--- src/ets_pkg.sv ---
// Shared types and constants for the edge trigger search block.
package ets_pkg;

  // Field widths fixed by the item and register formats.
  localparam int unsigned SampleW  = 12;
  localparam int unsigned OffsetW  = 10;
  localparam int unsigned TrigIdxW = 11;

  // Register indexes on the configuration port.
  localparam logic [1:0] RegThreshold   = 2'd0;
  localparam logic [1:0] RegFallingEdge = 2'd1;
  localparam logic [1:0] RegBackOffset  = 2'd2;

  // Reset values of the registers.
  localparam logic [SampleW-1:0] ThresholdRst  = 12'd2048;
  localparam logic [OffsetW-1:0] BackOffsetRst = 10'd64;

  // Input item kinds carried on tuser.
  localparam logic CmdWrite  = 1'b0;
  localparam logic CmdSearch = 1'b1;

  // Search sequencer states.
  typedef enum logic [1:0] {
    ST_IDLE,
    ST_REDUCE,
    ST_SCAN,
    ST_HOLD
  } scan_state_e;

  // Trigger setup shared by the register bank and the sequencer.
  typedef struct packed {
    logic [SampleW-1:0] threshold;
    logic               falling_edge;
    logic [OffsetW-1:0] back_offset;
  } trig_cfg_t;

endpackage

--- src/ets_scan.sv ---
// Search sequencer: start index, backward memory walk, crossing test, result register.
module ets_scan #(
  parameter int unsigned STORE_DEPTH = 2048
) (
  input  logic                               clk_i,
  input  logic                               rst_ni,
  input  ets_pkg::trig_cfg_t                 cfg_i,
  input  logic                               in_valid_i,
  input  logic                               in_command_i,
  output logic                               in_ready_o,
  output logic                               wr_en_o,
  output logic                               rd_en_o,
  output logic [$clog2(STORE_DEPTH)-1:0]     rd_addr_o,
  input  logic [ets_pkg::SampleW-1:0]        rd_data_i,
  input  logic [$clog2(STORE_DEPTH)-1:0]     latest_i,
  output logic                               out_valid_o,
  input  logic                               out_ready_i,
  output logic [ets_pkg::TrigIdxW-1:0]       out_index_o,
  output logic                               out_not_found_o
);

  localparam int unsigned IW   = $clog2(STORE_DEPTH);
  localparam int unsigned OW   = (IW > ets_pkg::OffsetW) ? IW : ets_pkg::OffsetW;
  localparam int unsigned HALF = STORE_DEPTH / 2;

  ets_pkg::scan_state_e state_q, state_d;

  logic [OW-1:0]               off_q, off_d;
  logic [IW-1:0]               start_q, start_d;
  logic [IW-1:0]               rd_addr_q, rd_addr_d;
  logic [IW-1:0]               iss_q, iss_d;
  logic                        data_vld_q;
  logic [IW-1:0]               data_pos_q;
  logic [IW-1:0]               data_idx_q;
  logic [ets_pkg::SampleW-1:0] prev_data_q;
  logic [IW-1:0]               prev_pos_q;
  logic [IW-1:0]               res_pos_q, res_pos_d;
  logic                        res_nf_q, res_nf_d;
  logic                        out_valid_q, out_valid_d;
  logic [IW-1:0]               out_pos_q;
  logic                        out_nf_q;

  logic                        accept;
  logic                        off_big;
  logic [IW-1:0]               off_n;
  logic [IW-1:0]               start_calc;
  logic                        cur_hi, old_hi, hit;
  logic                        scan_data;
  logic                        scan_last;
  logic                        out_free;
  logic                        load_out;
  logic [31:0]                 out_pos_w;

  assign accept   = in_valid_i && in_ready_o;
  assign out_free = !out_valid_q || out_ready_i;

  // Offset reduction: one subtract of the depth per cycle until it lies below it.
  assign off_big = (32'(off_q) >= 32'(STORE_DEPTH));
  assign off_n   = off_q[IW-1:0];
  assign start_calc = (latest_i >= off_n) ? (latest_i - off_n)
                    : IW'({1'b0, latest_i} + (IW+1)'(STORE_DEPTH) - {1'b0, off_n});

  // Crossing test on the newer sample and the one just read behind it.
  assign cur_hi    = (prev_data_q >= cfg_i.threshold);
  assign old_hi    = (rd_data_i >= cfg_i.threshold);
  assign hit       = cfg_i.falling_edge ? (!cur_hi && old_hi) : (cur_hi && !old_hi);
  assign scan_data = (state_q == ets_pkg::ST_SCAN) && data_vld_q;
  assign scan_last = (data_idx_q == IW'(HALF));

  // Next state.
  always_comb begin
    state_d = state_q;
    unique case (state_q)
      ets_pkg::ST_IDLE: begin
        if (accept && (in_command_i == ets_pkg::CmdSearch)) begin
          state_d = ets_pkg::ST_REDUCE;
        end
      end
      ets_pkg::ST_REDUCE: begin
        if (!off_big) begin
          state_d = ets_pkg::ST_SCAN;
        end
      end
      ets_pkg::ST_SCAN: begin
        if (scan_data && (data_idx_q != '0) && (hit || scan_last)) begin
          state_d = ets_pkg::ST_HOLD;
        end
      end
      ets_pkg::ST_HOLD: begin
        if (out_free) begin
          state_d = ets_pkg::ST_IDLE;
        end
      end
      default: state_d = ets_pkg::ST_IDLE;
    endcase
  end

  // Datapath and handshake outputs.
  always_comb begin
    in_ready_o = 1'b0;
    wr_en_o    = 1'b0;
    rd_en_o    = 1'b0;
    off_d      = off_q;
    start_d    = start_q;
    rd_addr_d  = rd_addr_q;
    iss_d      = iss_q;
    res_pos_d  = res_pos_q;
    res_nf_d   = res_nf_q;
    load_out   = 1'b0;
    unique case (state_q)
      ets_pkg::ST_IDLE: begin
        in_ready_o = 1'b1;
        wr_en_o    = in_valid_i && (in_command_i == ets_pkg::CmdWrite);
        off_d      = OW'(cfg_i.back_offset);
      end
      ets_pkg::ST_REDUCE: begin
        if (off_big) begin
          off_d = off_q - OW'(STORE_DEPTH);
        end else begin
          start_d   = start_calc;
          rd_addr_d = start_calc;
          iss_d     = '0;
        end
      end
      ets_pkg::ST_SCAN: begin
        rd_en_o   = 1'b1;
        rd_addr_d = (rd_addr_q == '0) ? IW'(STORE_DEPTH - 1) : rd_addr_q - 1'b1;
        iss_d     = iss_q + 1'b1;
        if (scan_data && (data_idx_q != '0)) begin
          res_pos_d = hit ? prev_pos_q : start_q;
          res_nf_d  = !hit;
        end
      end
      ets_pkg::ST_HOLD: begin
        load_out = out_free;
      end
      default: ;
    endcase
  end

  always_comb begin
    out_valid_d = out_valid_q && !out_ready_i;
    if (load_out) begin
      out_valid_d = 1'b1;
    end
  end

  always_ff @(posedge clk_i or negedge rst_ni) begin
    if (!rst_ni) begin
      state_q     <= ets_pkg::ST_IDLE;
      out_valid_q <= 1'b0;
      data_vld_q  <= 1'b0;
    end else begin
      state_q     <= state_d;
      out_valid_q <= out_valid_d;
      data_vld_q  <= rd_en_o;
    end
  end

  // Payload registers; read tags are registered alongside the memory's read data.
  always_ff @(posedge clk_i) begin
    off_q      <= off_d;
    start_q    <= start_d;
    rd_addr_q  <= rd_addr_d;
    iss_q      <= iss_d;
    res_pos_q  <= res_pos_d;
    res_nf_q   <= res_nf_d;
    data_pos_q <= rd_addr_q;
    data_idx_q <= iss_q;
    if (scan_data) begin
      prev_data_q <= rd_data_i;
      prev_pos_q  <= data_pos_q;
    end
    if (load_out) begin
      out_pos_q <= res_pos_q;
      out_nf_q  <= res_nf_q;
    end
  end

  assign rd_addr_o       = rd_addr_q;
  assign out_pos_w       = 32'(out_pos_q);
  assign out_valid_o     = out_valid_q;
  assign out_index_o     = out_pos_w[ets_pkg::TrigIdxW-1:0];
  assign out_not_found_o = out_nf_q;

endmodule

--- config.mk ---
export PLATFORM = sky130hd
export DESIGN_NAME = ets_scan
export DESIGN_NICKNAME = d
export VERILOG_FILES = /design/src/ets_pkg.sv /design/src/ets_scan.sv
export SDC_FILE = /design/constraint.sdc
export NUM_CORES = 1
export LEC_CHECK = 0
export BUFFER_PORTS_ARGS = -buffer_cell sky130_fd_sc_hd__buf_2
export CORE_UTILIZATION = 55
export CTS_CLUSTER_DIAMETER = 60
export CTS_CLUSTER_SIZE = 16
export DETAILED_ROUTE_END_ITERATION = 8
export HOLD_SLACK_MARGIN = 0.05
export PLACE_DENSITY = 0.75
export SYNTH_ARGS = -nofsm -noshare
export SYNTH_HDL_FRONTEND = slang
export SYNTH_SLANG_ARGS = --single-unit
--- constraint.sdc ---
create_clock -name clk_i -period 6 [get_ports clk_i]
set_clock_uncertainty 0.05 [all_clocks]
set_input_delay 0.3 -clock clk_i [delete_from_list [all_inputs] [get_ports clk_i]]
set_output_delay 0.3 -clock clk_i [all_outputs]
set_load 0.03 [all_outputs]
# Word-level counts from Yosys, hierarchy flattened

Cells that the tools add are included.
Widths: inputs -> output; s select.

Register bits: 116
Latch bits: 0
RAM bits: 0
Memory bits (read-only): 0
Input port bits: 51
Memories kept: 0

$add $sub $neg: 5
Multipliers: 0
Divide/modulo/power cells: 0
Order comparisons: 3
Equality and inequality tests: 7
Shifts and indexed selects: 0
Muxes and demuxes: 15
Bitwise logic cells: 1
Reductions and logical operators: 22

Operators by type and width:

| cell                  | number |
|---|---|
| $pmux 11 s2           | 2 |
| $mux 11               | 3 |
| $ge 12x12->1          | 2 |
| $add 11x1->11 const B | 2 |
| $sub 11x10->11        | 2 |
| $eq 11x11->1 const B  | 1 |
| $ge 11x10->1          | 1 |
| $logic_not 11->1      | 1 |
| $reduce_bool 11->1    | 1 |
| $sub 11x1->11 const B | 1 |
| $logic_and 1x1->1     | 9 |
| $pmux 2 s4            | 1 |
| $mux 1                | 6 |
| $mux 2                | 3 |
| $logic_not 1->1       | 5 |
| $eq 2x2->1 const B    | 2 |
| $ne 2x2->1 const B    | 2 |
| $reduce_and 3->1      | 1 |
| $eq 2x1->1 const B    | 1 |
| $logic_not 2->1       | 1 |
| $logic_or 1x1->1      | 2 |
| $ne 2x1->1 const B    | 1 |
| $reduce_and 2->1      | 1 |
| $reduce_bool 2->1     | 1 |
| $not 1->1             | 1 |

# Depth between registers and ports, before layout

Gate-level depths: netlist of run 1.

Depth in word-level cells: 8
Depth in mapped cells: 10
Depth with buffers taken out: 10

# Least setup slack after synthesis of run 1

Ideal clock, no wire load.

Path type: flip-flop to flip-flop
Start: reg state_q[0]
End: reg res_nf_q (enable)
Setup time: 0.345 ns
Arrival time: 2.314 ns
Data required time: 5.605 ns
Setup slack: 3.291 ns
Stages on the path, launching flop included: 7
Buffers on the path: 1
Clock period less this slack: 2.709 ns
Cell sequence: dfrtp_1 > inv_1 > ha_1 > buf_6 > and2_1 > o21ai_0 > inv_1

Cells in the longest elaborated chain, start to end: 4

Ends and longest elaborated chain:

| what                       | RTL line        | text |
|---|---|---|
| from (decl)                | ets_scan.sv:26  | `ets_pkg::scan_state_e state_q, state_d;` |
| from (signal assigned)     | ets_scan.sv:150 | `state_q <= ets_pkg::ST_IDLE;` |
| from (signal assigned)     | ets_scan.sv:154 | `state_q <= state_d;` |
| $eq 2x2->1                 | ets_scan.sv:67  | `assign scan_data = (state_q == ets_pkg::ST_SCAN) && data_vld_q;` |
| $logic_and 1x1->1          | ets_scan.sv:67  |  |
| net scan_data              | ets_scan.sv:48  | `logic scan_data;` |
| $logic_and 1x1->1          | ets_scan.sv:129 | `if (scan_data && (data_idx_q != '0)) begin` |
| $reduce_and 2->1 (no line) | n/a             |  |
| to (signal assigned)       | ets_scan.sv:167 | `res_nf_q <= res_nf_d;` |
| to (decl)                  | ets_scan.sv:38  | `logic res_nf_q, res_nf_d;` |

The timed path passes the listed nets, and every way through them passes these cells.
A chain may end at the register's enable or synchronous reset.

# Worst setup path in the final report of run 1

Start: reg state_q[0]
End: reg res_pos_q[7] (enable)

Cells in the longest elaborated chain, start to end: 4

Ends and longest elaborated chain:

| what                       | RTL line        | text |
|---|---|---|
| $eq 2x2->1                 | ets_scan.sv:67  |  |
| $logic_and 1x1->1          | ets_scan.sv:67  |  |
| net scan_data              | ets_scan.sv:48  |  |
| $logic_and 1x1->1          | ets_scan.sv:129 |  |
| $reduce_and 2->1 (no line) | n/a             |  |
| to (signal assigned)       | ets_scan.sv:166 | `res_pos_q <= res_pos_d;` |
| to (decl)                  | ets_scan.sv:37  | `logic [IW-1:0] res_pos_q, res_pos_d;` |

The timed path passes the listed nets, and every way through them passes these cells.

==> results.toml, run 1 <==
[clock_tree]
tritoncts = "done"
clock_tree.buffer_depth = 2
ctsResizeCount = 0
root_buffer_cell = "sky130_fd_sc_hd__clkbuf_8"
cts_inserted_buffers = 17
clk-insertion-delay-late_ns = 0.50
path_clk_slew_ns = 0.06
clock_sinks = 116
cts-htree-levels = 4

[synth]
synth_area_per_cell_um2 = 13.5
yosys.cell_types.count = 49
number_of_flops_mapped_to_enable_cells_by_yosys = 90
mappedNetlistArea_um2 = 5140
synthCells = 381
ys_warn_count = 0
synth_top_cell_area_share_pct = 52.6
ffs_latches_synth = 116
leading_area_contributor_after_synthesis = "sky130_fd_sc_hd__edfxtp_1"
postSynth.asyncResetShare_pct = 3.45
synth.yosys.seq_area_share_pct = 63.1
synth_fp_nets = 473
synth_ff_type = "sky130_fd_sc_hd__edfxtp_1"
synthTopCellsByArea = "sky130_fd_sc_hd__edfxtp_1, sky130_fd_sc_hd__ha_1, sky130_fd_sc_hd__dfxtp_1"

[sta]
final_period_minus_worst_setup_slack_ns = 3.45
setup_viol_count_final = 0
worst_slew_margin_pct = 27.4
finalMaxSlewViolations = 0
achievable-frequency_ghz = 0.290
min_period_over_period_pct = 57.4
whs_ns = 0.0877
totalNegativeSetupSlack_ns = 0
report.final.hold_viol_count = 0
rsz0062_at_grt = "no"
tightest_slew_ns = 1.09

[floorplan]
initial_core_util_pct = 57.8
fp.coreArea_um2 = 8890
die_height_um = 98.6
floorplan.die_area_um2 = 9730
dieWidth_um = 98.6
num_io_pins = 78
placementRows = 34

[place]
place.gp.congestion = 0.845
port-buffer-count = 77
detailed_place.area_um2 = 5630
hpwlAfterDp_um = 6490

[global_routing]
overflow = 0
grt_antenna_before_repair = 0
track_usage_pct = 21.2
first_global_vias = 3428
grt_pass1_wl_um = 15600
grt_start_max_net_pins = 25

[detailed_routing]
routed.top_layer = "met4"
detailroute.wirelength.met2_um = 4660
drt-pass1-iter-count = 4
route.detailed.drc = 0
number_of_routed_nets_with_antenna_violations = 0
met1Wirelength_um = 4060
via_count_of_the_routed_design = 3289
vias_per_cell = 5.32
route.detailed.wl_per_inst_um = 15.1
postRouteWirelength_um = 9340
dr.first_iter.drc_count = 138
detailroute.wirelength.met3_um = 485

[power]
ir_worst_vdd_mv = 0.306
p_per_area_nw_per_um2 = 530
post-layout-total-power_mw = 3.43
p_leak_nw = 2.71

[critical_path]
cp.buffers_inverters = 2
cpLargestDelayFamily = "simple AND/OR/NAND/NOR gates"
cp.required_ns = 6.09
crit_arrival_ns = 3.53
timing.critical_path.to_type = "flip-flop"
path_common_cell = "sky130_fd_sc_hd__inv_1"
path_cells = "inv_1 > ha_1 > and2_1 > o21ai_0 > inv_1"
cp_max_fo = 24
worst_path_max_delay_cell = "sky130_fd_sc_hd__and2_1"
critical_path_class = "reg -> reg"
setup.worst_path.start = "state_q[0]$_DFFE_PN0P_"
slowest_delay_ns = 0.95
crit-reg2reg-launch = "state_q[0]$_DFFE_PN0P_"
setup.worst_path.start_class = "flip-flop"

[cells_and_area]
final_common_cell = "sky130_fd_sc_hd__edfxtp_1"
combined_flip_flop_and_latch_cell_area_um2 = 3240
final_layout_size_suffix_gt1_share_pct = 24.7
layout.cells.most_common_list = "sky130_fd_sc_hd__edfxtp_1, sky130_fd_sc_hd__buf_2, sky130_fd_sc_hd__ha_1"
fill_cells = 562
num-nets-final = 589
antennaDiodeCount = 0
design_area_um2 = 6470
combined_area_of_the_multi_input_logic_cells_um2 = 1730
p_r_area_growth_vs_syn_pct = 26.1

[outcome]
run_status = "complete, no violations"

[job]
drv_cap = 0

[hold_path]
hold_path_class = "in -> async"
==> Yosys cell counts, drive strengths merged, types with 5 or more instances <==
library cell,n
nand3,11
nand2,15
edfxtp,90
xor2,9
a21oi,16
nor3,5
inv,35
nor2,33
mux2,13
o21ai,10
xnor2,14
nor4,5
ha,40
nand2b,6
dfxtp,22
a31oi,6
==> routing by layer <==
layer	up-vias	GRT usage [%]
met5	-	0
met4	0	9.07
met3	13	5.60
met2	106	36.0
met1	1549	25.7
li1	1621	-
==> cell families after synthesis <==
logic type,share of synthesized area [%]
fa+ha+maj,10.1
mux,3.05
xor+xnor,3.92
buf+inv,3.14
flops,63.1
simple gates,8.57
compound gates,8.04
==> path summary, 6_finish.rpt <==
path | end | cells past startpoint | slack [ns]
worst max-delay path | res_pos_q[7]$_DFFE_PP_ | 5 | 2.55
worst min-delay path | out_valid_o$_DFF_PN0_ | 2 | 0.09
worst max register to register | res_pos_q[7]$_DFFE_PP_ | 5 | 2.55
worst min register to register | data_idx_q[1]$_DFF_P_ | 0 | 0.34
max in group asynchronous | data_vld_q$_DFF_PN0_ | 2 | 5.69
min in group clk_i | start_q[10]$_DFFE_PN_ | 2 | 0.14
==> where the power goes <==
part | switching (mW) | internal (mW)
registers | 0.165 | 1.30
clock network | 0.343 | 0.661
logic | 0.617 | 0.345
total | 1.13 | 2.30
==> stage by stage <==
stage	instances	utilization, %	setup slack, ns
after floorplan	381	-	3.29
after global placement	562	63.3	2.78
after detailed placement	562	63.3	2.58
after CTS	618	72.8	2.55
after global routing	618	72.8	2.25
final	618	72.8	2.55
==> sequential cells by signal, summed over array words and instances, names as in the netlist <==
register and flops:
res_pos_q 11, out_index_o 11, start_q 11, iss_q 11
out_not_found_o 1, off_n 10, prev_pos_q 11, res_nf_q 1
data_pos_q 11, prev_data_q 12, data_vld_q 1, out_valid_o 1
data_idx_q 11, state_q 2, rd_addr_o 11
==> area by class of cell <==
class | instances | area share [%]
timing repair buffer | 101 | 9.66
sequential | 116 | 50.1
multi-input combinational | 226 | 26.7
clock buffer | 21 | 7.59
inverter | 35 | 2.03
tap | 108 | 2.09
clock inverter | 11 | 1.80
==> repair_timing <==
item | in CTS | in global routing
hold endpoints to repair | 27 | 0
buffers inserted | 0 | 0
endpoints found under the setup margin | 0 | 0
hold buffers | 24 | 0
(Power assumes the default switching activity.)
==> run 2: changes to the inputs <==
--- a/config.mk
+++ b/config.mk
@@ -5,8 +5,9 @@
 export SDC_FILE = /design/constraint.sdc
 export NUM_CORES = 1
 export LEC_CHECK = 0
+export ABC_AREA = 1
 export BUFFER_PORTS_ARGS = -buffer_cell sky130_fd_sc_hd__buf_2
-export CORE_UTILIZATION = 55
+export CORE_UTILIZATION = 52
 export CTS_CLUSTER_DIAMETER = 60
 export CTS_CLUSTER_SIZE = 16
 export DETAILED_ROUTE_END_ITERATION = 8
==> constraint.sdc (replaced) <==
create_clock -name clk_i -period 2.99 [get_ports clk_i]
set_clock_uncertainty 0.05 [all_clocks]
set_input_delay 0.1495 -clock clk_i [delete_from_list [all_inputs] [get_ports clk_i]]
set_output_delay 0.1495 -clock clk_i [all_outputs]
set_load 0.03 [all_outputs]
==> results.toml, run 2 <==
[clock_tree]
cts_inserted_buffers = 17
clock_tree.buffer_depth = 2
cts-htree-levels = 4
clk-insertion-delay-late_ns = 0.52
tritoncts = "done"
root_buffer_cell = "sky130_fd_sc_hd__clkbuf_8"
path_clk_slew_ns = 0.06
clock_sinks = 116
ctsHoldBuffers = 26
postCtsSetupRepairBufs = 0
ctsResizeCount = 0

[synth]
netlist_top_cells_count = "sky130_fd_sc_hd__edfxtp_1, sky130_fd_sc_hd__nand2_1, sky130_fd_sc_hd__inv_1"
synth.yosys.seq_area_share_pct = 60.3
leading_area_contributor_after_synthesis = "sky130_fd_sc_hd__edfxtp_1"
synth_top_cell_area_share_pct = 50.3
number_of_flops_mapped_to_enable_cells_by_yosys = 90
ys_warn_count = 0
synth_ff_type = "sky130_fd_sc_hd__edfxtp_1"
synthTopCellsByArea = "sky130_fd_sc_hd__edfxtp_1, sky130_fd_sc_hd__ha_1, sky130_fd_sc_hd__dfxtp_1"
yosys.cell_types.count = 38
yosys.cell_count.top_type = "sky130_fd_sc_hd__edfxtp_1"
ffs_latches_synth = 116
postSynth.asyncResetShare_pct = 3.45
synth_fp_nets = 578
synth_area_per_cell_um2 = 11.1
synthCells = 486
mappedNetlistArea_um2 = 5370

[floorplan]
fp.coreArea_um2 = 9910
placementRows = 36
floorplan.die_area_um2 = 10700
die_height_um = 104
num_io_pins = 78
dieWidth_um = 104
initial_core_util_pct = 54.2

[sta]
tightest_slew_ns = 1.01
setup_viol_count_final = 0
worst_slew_margin_pct = 32.9
rsz0062_at_grt = "no"
finalMaxSlewViolations = 0
achievable-frequency_ghz = 0.435
min_period_over_period_pct = 76.9
report.final.hold_viol_count = 0
totalNegativeSetupSlack_ns = 0
final_period_minus_worst_setup_slack_ns = 2.30
finalWorstSetupSlack_ns = 0.691

[place]
place_worst_setup_slack_ns = 0.722
detailed_place.area_um2 = 5920
place.gp.congestion = 0.810
hpwlAfterDp_um = 7410
port-buffer-count = 77

[critical_path]
worst_path_max_delay_cell = "sky130_fd_sc_hd__ha_1"
cp_max_fo = 20
slowest_delay_ns = 0.61
critical_path_class = "reg -> reg"
cpLargestDelayFamily = "simple AND/OR/NAND/NOR gates"
path_common_cell = "sky130_fd_sc_hd__nand2_1"
cp.buffers_inverters = 2
path_cells = "inv_1 > ha_1 > nand2_1 > nor2_1 > buf_4 > nand2_1 > nand2_1 > nand2_1 > nand2_1 > nand2_1"
setup.worst_path.start_class = "flip-flop"
timing.critical_path.to_type = "flip-flop"
crit_arrival_ns = 2.66
cp.required_ns = 3.35

[cells_and_area]
max_flop_register = "prev_data_q"
final_common_cell = "sky130_fd_sc_hd__edfxtp_1"
design_area_um2 = 6810
final_layout_size_suffix_gt1_share_pct = 21.3
antennaDiodeCount = 0
layout.cells.most_common_list = "sky130_fd_sc_hd__edfxtp_1, sky130_fd_sc_hd__nand2_1, sky130_fd_sc_hd__inv_1"
largest_register_ffs = 12
num-nets-final = 699
final_util_pct = 68.7
p_r_area_growth_vs_syn_pct = 26.7
fill_cells = 707

[global_routing]
first_global_vias = 3950
overflow = 0
track_usage_pct = 21.5
grt.met2_usage_pct = 39.4
grt_start_max_net_pins = 24
grt_antenna_before_repair = 0
grt_pass1_wl_um = 17800
grt-busiest-layer = "met2"
groute.layer.met3.usage_pct = 5.22
globalRouteMet1Util_pct = 23.3

[detailed_routing]
number_of_routed_nets_with_antenna_violations = 0
drt-pass1-iter-count = 5
via_count_of_the_routed_design = 3817
route.detailed.wl_per_inst_um = 14.3
postRouteWirelength_um = 10800
vias_per_cell = 5.07
route.detailed.drc = 0
dr.first_iter.drc_count = 221

[power]
post-layout-total-power_mw = 7.10
ir_worst_vdd_mv = 0.570
p_per_area_nw_per_um2 = 1040
p_leak_nw = 3.10

[hold_path]
hold_path_class = "in -> reg"

[outcome]
run_status = "complete, no violations"

[job]
drv_cap = 0
==> run 2: cell families (layout without fill, tap and decap cells) <==
kind of cell | after synthesis | count (layout) | synth area share, %
simple gates | 165 | 165 | 13.4
flops | 116 | 116 | 60.3
buf+inv | 92 | 226 | 6.64
compound gates | 52 | 52 | 5.50
fa+ha+maj | 41 | 41 | 9.69
mux | 11 | 11 | 2.93
xor+xnor | 9 | 9 | 1.47
==> run 2: final cells by class <==
cell class	instances	area [um2]	share of cell area [%]
flip-flops and latches	116	3240	47.6
clock inverters	13	206	3.03
well taps	133	166	2.44
multi-input cells	278	1770	26.1
clock buffers	19	422	6.19
repair buffers	106	668	9.81
inverters	88	330	4.85
==> run 2: worst register-to-register path: cells and delay by family, from the launching register on <==
| family | cells | cell delay (ns) |
|---|---|---|
| flip-flops | 1 | 0.42 |
| buffers and inverters | 2 | 0.33 |
| AND/OR/NAND/NOR | 7 | 0.78 |
| adder cells (fa/ha/maj) | 1 | 0.61 |
==> run 2: worst paths after layout <==
path | startpoint | endpoint | slack [ns] | cells after the start
worst max-delay path | state_q[0]$_DFFE_PN0P_ | state_q[0]$_DFFE_PN0P_ | 0.69 | 10
worst min-delay path | latest_i[0] | start_q[0]$_DFFE_PN_ | 0.12 | 4
worst max register to register | state_q[0]$_DFFE_PN0P_ | state_q[0]$_DFFE_PN0P_ | 0.69 | 10
max in group asynchronous | rst_ni | data_vld_q$_DFF_PN0_ | 2.22 | 3
worst min register to register | iss_q[3]$_SDFFCE_PN0P_ | data_idx_q[3]$_DFF_P_ | 0.34 | 0
min in group asynchronous | rst_ni | state_q[1]$_DFFE_PN0P_ | 0.49 | 3
==> run 2: through the flow <==
step                      hold slack [ns]  instances
after floorplan                    -0.196        486
final                               0.119        753
after global placement            -0.0890        695
after detailed placement          -0.0869        695
after global routing                0.145        753
after CTS                           0.104        753
==> run 2: power breakdown <==
group,switching (mW),leakage (nW),internal (mW),total (mW)
Combinational,1.38,1.73,0.673,2.05
Sequential,0.313,1.08,2.59,2.90
Clock,0.716,0.292,1.43,2.15
Total,2.41,3.10,4.70,7.10
==> run 2: per-layer routing <==
metal  vias to the layer above  wire [um]
met1                      1778       4210
met2                       151       5720
met5                         -          0
met3                        18        627
met4                         0        228
li1                       1870          -
